**src/design/stmm_pkg.sv**
```systemverilog
package stmm_pkg;

  // Fixed field widths of the stream and register interfaces
  localparam int unsigned IDX_IN_W = 4;
  localparam int unsigned VAL_IN_W = 16;
  localparam int unsigned ACC_W    = 40;
  localparam int unsigned CFG_W    = 4;
  localparam int unsigned ADDR_W   = 4;
  localparam int unsigned IN_DW    = 24;
  localparam int unsigned OUT_DW   = 48;
  localparam int unsigned OUT_UW   = 3;

  // Register indexes (paddr[3:2])
  localparam logic [1:0] REG_A_ROWS = 2'd0;
  localparam logic [1:0] REG_A_COLS = 2'd1;
  localparam logic [1:0] REG_B_ROWS = 2'd2;
  localparam logic [1:0] REG_B_COLS = 2'd3;

  // Input item kinds
  typedef enum logic [1:0] {
    ACT_LOAD = 2'd0,
    ACT_ACC  = 2'd1,
    ACT_FIN  = 2'd2,
    ACT_NONE = 2'd3
  } action_e;

  // Controller states
  typedef enum logic [5:0] {
    ST_CLEAR    = 6'b000001,
    ST_IDLE     = 6'b000010,
    ST_SCAN_MUL = 6'b000100,
    ST_SCAN_ADD = 6'b001000,
    ST_FIN_CHK  = 6'b010000,
    ST_FIN_END  = 6'b100000
  } state_e;

  // Controller to datapath
  typedef struct packed {
    logic in_ready;
    logic store_b;
    logic set_drop;
    logic latch_a;
    logic scan_rd;
    logic scan_step;
    logic start_fin;
    logic acc_zero_wr;
    logic fin_adv;
    logic load_pend;
    logic push_pend;
    logic push_final;
  } cmd_t;

  // Datapath to controller
  typedef struct packed {
    logic    in_valid;
    action_e act;
    logic    a_ok;
    logic    b_ok;
    logic    b_empty;
    logic    scan_last;
    logic    hit;
    logic    last_cell;
    logic    out_free;
    logic    pend_valid;
  } status_t;

endpackage

```
**src/design/stmm_ctrl.sv**
```systemverilog
module stmm_ctrl (
  input  logic              clk_i,
  input  logic              rst_ni,
  input  stmm_pkg::status_t status_i,
  output stmm_pkg::cmd_t    cmd_o
);

  import stmm_pkg::*;

  state_e state_q, state_d;

  always_ff @(posedge clk_i or negedge rst_ni) begin
    if (!rst_ni) begin
      state_q <= ST_CLEAR;
    end else begin
      state_q <= state_d;
    end
  end

  // Next state and commands
  always_comb begin
    state_d = state_q;
    cmd_o   = '0;
    case (state_q)
      ST_CLEAR: begin
        cmd_o.acc_zero_wr = 1'b1;
        cmd_o.fin_adv     = 1'b1;
        if (status_i.last_cell) begin
          state_d = ST_IDLE;
        end
      end
      ST_IDLE: begin
        cmd_o.in_ready = 1'b1;
        if (status_i.in_valid) begin
          case (status_i.act)
            ACT_LOAD: begin
              if (status_i.b_ok) begin
                cmd_o.store_b = 1'b1;
              end else begin
                cmd_o.set_drop = 1'b1;
              end
            end
            ACT_ACC: begin
              if (status_i.a_ok) begin
                cmd_o.latch_a = 1'b1;
                if (!status_i.b_empty) begin
                  state_d = ST_SCAN_MUL;
                end
              end else begin
                cmd_o.set_drop = 1'b1;
              end
            end
            ACT_FIN: begin
              cmd_o.start_fin = 1'b1;
              state_d         = ST_FIN_CHK;
            end
            default: ;
          endcase
        end
      end
      ST_SCAN_MUL: begin
        cmd_o.scan_rd = 1'b1;
        state_d       = ST_SCAN_ADD;
      end
      ST_SCAN_ADD: begin
        cmd_o.scan_step = 1'b1;
        state_d         = status_i.scan_last ? ST_IDLE : ST_SCAN_MUL;
      end
      ST_FIN_CHK: begin
        // a second nonzero cell must wait until the output slot frees up
        if (!(status_i.hit && status_i.pend_valid && !status_i.out_free)) begin
          cmd_o.acc_zero_wr = 1'b1;
          cmd_o.fin_adv     = 1'b1;
          if (status_i.hit) begin
            cmd_o.load_pend = 1'b1;
            cmd_o.push_pend = status_i.pend_valid;
          end
          if (status_i.last_cell) begin
            state_d = ST_FIN_END;
          end
        end
      end
      ST_FIN_END: begin
        if (status_i.out_free) begin
          cmd_o.push_final = 1'b1;
          state_d          = ST_IDLE;
        end
      end
      default: begin
        state_d = ST_IDLE;
      end
    endcase
  end

endmodule

```
**config.mk**
```make
export PLATFORM = sky130hd
export DESIGN_NAME = stmm_ctrl
export DESIGN_NICKNAME = d
export VERILOG_FILES = /design/src/design/stmm_pkg.sv /design/src/design/stmm_ctrl.sv
export SDC_FILE = /design/constraint.sdc
export NUM_CORES = 1
export LEC_CHECK = 0
export BUFFER_PORTS_ARGS = -buffer_cell sky130_fd_sc_hd__buf_2
export CAP_MARGIN = 20
export CORE_MARGIN = 3
export CORE_UTILIZATION = 38
export CTS_BUF_LIST = sky130_fd_sc_hd__clkbuf_4 sky130_fd_sc_hd__clkbuf_8
export CTS_CLUSTER_DIAMETER = 120
export DETAILED_ROUTE_END_ITERATION = 8
export MAX_ROUTING_LAYER = met4
export PLACE_DENSITY = 0.66
export RECOVER_POWER = 100
export SLEW_MARGIN = 10
export SYNTH_ARGS = -nofsm -noshare
export SYNTH_HDL_FRONTEND = slang
export SYNTH_SLANG_ARGS = --single-unit
```
**constraint.sdc**
```tcl
create_clock -name clk_i -period 5.1 [get_ports clk_i]
set_input_delay 0.765 -clock clk_i [delete_from_list [all_inputs] [get_ports clk_i]]
set_output_delay 0.765 -clock clk_i [all_outputs]
set_load 0.02 [all_outputs]
```
# After elaboration in Yosys (flattened, before gate mapping)
# Index checks and enable logic that the tools add are counted.
[totals] output_inout_bits=12 regBits=6 input_bits=13 wordCells=52
[classes] reduce_logical=5 n_mux=30 eq_ne=16
[ops] cell="6-bit two-way mux" n=7
[ops] cell="6-bit one-hot mux with 6 select lines" n=1
[ops] cell="1-bit two-way mux" n=13
[ops] cell="6-bit one-hot mux with 2 select lines" n=1
[ops] cell="2-bit inequality test (second input constant)" n=5
[ops] cell="4-bit two-way mux" n=2
[ops] cell="8-bit AND reduction" n=1
[ops] cell="6-bit by 1-bit equality test with 1-bit output (second input constant)" n=1
[ops] cell="6-bit by 2-bit equality test with 1-bit output (second input constant)" n=1
[ops] cell="6-bit by 3-bit equality test with 1-bit output (second input constant)" n=1
[ops] cell="6-bit by 4-bit equality test with 1-bit output (second input constant)" n=1
[ops] cell="6-bit by 5-bit equality test with 1-bit output (second input constant)" n=1
[ops] cell="6-bit equality test (second input constant)" n=1
[ops] cell="3-bit two-way mux" n=2
[ops] cell="3-bit inequality test (second input constant)" n=2
[ops] cell="2-bit two-way mux" n=2
[ops] cell="2-bit one-hot mux with 2 select lines" n=1
[ops] cell="3-bit by 1-bit inequality test with 1-bit output (second input constant)" n=1
[ops] cell="2-bit by 1-bit equality test with 1-bit output (second input constant)" n=1
[ops] cell="2-bit equality test (second input constant)" n=1
[ops] cell="1-bit logical AND" n=2
[ops] cell="2-bit logical NOT" n=1
[ops] cell="1-bit one-hot mux with 2 select lines" n=1
[ops] cell="1-bit logical NOT" n=1

# Depth between registers and ports, before layout
[depth] word_depth=5 ltp_mapped=6 ltp_nobuf=5

# Worst setup path after synthesis
# No wires, ideal clock.
[synth_timing] kind="input -> output" from="in status_i[0] (netlist name)" to="out cmd_o[4] (netlist name)" required_time_ns=4.335 stages=5 path_buffers=1 t_arrival_ns=1.901 setup_slack_ns=2.434 path_cell_list="nor2b_1 > nand2_1 > nand3b_1 > a211oi_1 > buf_4"
[synth_lines] element="start, declared" line="stmm_ctrl.sv:4" text="input stmm_pkg::status_t status_i,"
[synth_lines] element="end, declared" line="stmm_ctrl.sv:5" text="output stmm_pkg::cmd_t cmd_o"

==> metrics.md <==
| Metric | Value |
|---|---|
| Power density of the placed cells | ~300 nW/um^2 |
| Die outline area | roughly 1900 sq um |
| Async SR Flop Fraction | 1.00 |
| Data required, critical path | between 4 and 5 ns |
| Critical-path cell with the highest stage delay | or4_1 |
| Max FFs per register | 6 |
| Most instantiated cells after synthesis | dfrtp_1, nand2_1, nor2_1, nor2b_1, nor3_1 |
| Starting density of the core | 0.443 |
| Total inserted antenna cells | 0 |
| Synth Cell Area | 532 sq um |
| Half-perimeter wire length after detailed placement | roughly 950 um |
| Critical path type | register to output port |
| Largest net degree at the start of global routing | 16 |
| Weighted congestion reported at the end of routability-driven placement | around 0.72 |
| Worst-case clock skew | about 0.0019 ns |
| Reg with most FFs | state_q |
| Layout cell share with drive strength beyond 1 | 0.198 |
| Number of optimization iterations in the first detailed-route pass | 3 |
| Total stage count of the critical path | 6 |
| Die Height | 43.4 um |
| Worst Path Arrival | around 2.2 ns |
| Primary FF master, synth | dfrtp_1 |
| Via count of the first global-routing pass | 450 |
| Power, Total | just under 0.2 mW |
| Gate count of the mapped netlist | between 60 and 70 |
| Crit path capture type | output port |
| Synth unique cells | 36 |
| TritonCTS Sinks | 6 |
| Die width | roughly 43 um |
| Mean routed wirelength per cell | around 11 um |
| Number of nets at the end of the flow | roughly 110 |
| Regs by FF count | state_q (6) |
| Total gr overflow | 0 |
| Final hold violations | 0 |
| Slew Limit Fails | 0 |
| Count of instances resized after the clock tree is built | 0 |
| Worst reg2reg endpoint | state_q[4]$_DFFE_PN0P_ |
| Worst reg2reg path depth | 4 |
| Worst Setup Start Kind | register |
| Vias per Instance | 5.30 |
| Via count | around 560 |
| Min Clock Period, post-route | between 2 and 3 ns |
| Biggest area consumer among synthesized cells | dfrtp_1 |
| Number of maximum-capacitance violations | 0 |
| Category of cells accounting for the largest share of critical-path delay | simple AND/OR/NAND/NOR gates |
| Total negative slack | 0 ns |
| Core area | 1200 sq um |
| Count of input and output buffers | 24 |
| RR Startpoint | state_q[2]$_DFFE_PN0P_ |
| Number of buffers added for setup after CTS | 0 |
| Outcome | finished clean |
| Wire length of the first global-routing pass | 2.08 mm |
| Routed wire length | ~1.2 mm |
| Number of nets with antenna violations after routing | 0 |
| Starting DRC count in detailed routing | 13 |
| Min-delay worst type | input pin to async pin |
| Worst path max stage delay | 0.50 ns |
| Worst relative slew slack | 0.724 |
| Number of hold buffers added after cts | 0 |
| Number of storage elements in the synthesis netlist | 6 |
| Worst-path cell chain | or3b_1 -> or4_1 -> nor2_1 -> nand2_2 -> nor3b_2 -> clkbuf_1 |
| Worst reg2reg setup slack | approximately 3.4 ns |
| Reg clk slew, reported paths | ~0.050 ns |
| Clk_lat worst skew | approximately 0.24 ns |
| Lkg Pwr | a little under 0.3 nW |
| Count of yosys warnings during synthesis | 0 |
| CTS H-tree depth | 1 |
| Post-Synthesis Mean Instance Area | 7.82 sq um |
| # setup viols final | 0 |
| Area share of the largest cell type after synthesis | 0.235 |
| CTS tree | yes |
| Final period util | 0.582 |
| Root buf cell | clkbuf_4 |
| Unrepaired setup endpoints after global routing | no |
| Largest buffer count on any clock path | 2 |
| Worst-Margin Slew | 0.414 ns |
| I/O pin count | 25 |
| Initial antenna violation count | 0 |
| Maximum ir drop on the vdd rail | around 0.14 mV |
| Area Overhead vs Synth | 20.9% |
| Timing-limited maximum frequency | 0.337 GHz |
| Cell types occupying the most area after synthesis | dfrtp_1, nor2b_1, dfstp_2 |
| Drc violations | 0 |
| Row Count | 12 |
| Total nets after synthesis | just over 80 |
| Number of enable-type register cells in the synthesized netlist | 0 |
| Count of buffer and inverter cells on the critical path | 1 |
| Sequential share of the synthesized area | 0.285 |
| Number of CTS-inserted buffers | 3 |
| Largest fanout on the critical path | 6 |
| Overall track demand over capacity in global routing | 0.145 |
-- placed cells by master, fill, tap and decap left out, types with 2 or more instances in the layout --
| master | count |
|---|---|
| a21oi_1 | 3 |
| and3_1 | 3 |
| buf_2 | 11 |
| clkbuf_1 | 13 |
| clkbuf_4 | 4 |
| dfrtp_1 | 5 |
| inv_1 | 2 |
| nand2_1 | 5 |
| nand2b_1 | 2 |
| nand3b_1 | 2 |
| nor2_1 | 6 |
| nor2b_1 | 5 |
| nor3_1 | 5 |
| nor4_1 | 2 |
| o21ai_0 | 3 |
| xor2_1 | 2 |
-- per-layer routing --
metal / vias up / share of wire / track usage
met5: - / 0 / -
met4: 0 / 0.012 / 0.0542
met3: 2 / 0.053 / 0.0249
met2: 16 / 0.43 / 0.198
met1: 249 / 0.50 / 0.212
li1: 289 / - / -
-- worst reg2reg max path, delay by kind of cell, from the launching register on --
family,cells,cell delay (ns)
AND/OR/NAND/NOR,4,1.28
flip-flops,1,0.41
-- final cells by class --
| type | count | area, sq um |
|---|---|---|
| Sequential cell | 6 | 151 |
| Fill cell | 135 | 558 |
| Timing Repair Buffer | 24 | 104 |
| Tap cell | 14 | 17.5 |
| Clock buffer | 4 | 30.0 |
| Inverter | 2 | 7.51 |
| Multi-Input combinational cell | 55 | 333 |
-- report_power, final --
group	switching, mW	internal, mW
Sequential	0.00814	0.0535
Combinational	0.0492	0.0306
Clock	0.0176	0.0350
-- metrics by stage --
| stage | util | setup WS [ns] | cells | hold WS [ns] | area, sq um |
|---|---|---|---|---|---|
| 5_1_grt | 0.535 | 1.95 | 105 | 0.413 | 643 |
| 6_report | 0.535 | 2.13 | 105 | 0.391 | 643 |
| 3_3_place_gp | 0.538 | 2.56 | 101 | 0.563 | 646 |
| 2_1_floorplan | - | 2.43 | 68 | 0.469 | 532 |
| 3_5_place_dp | 0.538 | 2.55 | 101 | 0.554 | 646 |
| 4_1_cts | 0.563 | 2.27 | 105 | 0.332 | 676 |
-- cells by family (layout without fill, tap and decap cells) --
family                    count (synthesis)  in the layout  synth area share
buffers and inverters                     7             30            0.0588
AOI/OAI and AO/OA                        11             11             0.127
and+or+nand+nor                          42             42             0.497
DFF                                       6              6             0.285
xor gates and xnor gates                  2              2            0.0329
-- worst max path at each step --
stage,to,slack [ns],start
final,cmd_o[9],2.13,state_q[2]$_DFFE_PN0P_
after global routing,cmd_o[9],1.95,state_q[2]$_DFFE_PN0P_
after CTS,cmd_o[9],2.27,state_q[2]$_DFFE_PN0P_
after detailed placement,cmd_o[9],2.55,state_q[2]$_DFFE_PN0P_
after global placement,cmd_o[9],2.56,state_q[2]$_DFFE_PN0P_
after floorplan,cmd_o[4],2.43,status_i[0]
Power figures use the tool's default switching activity.
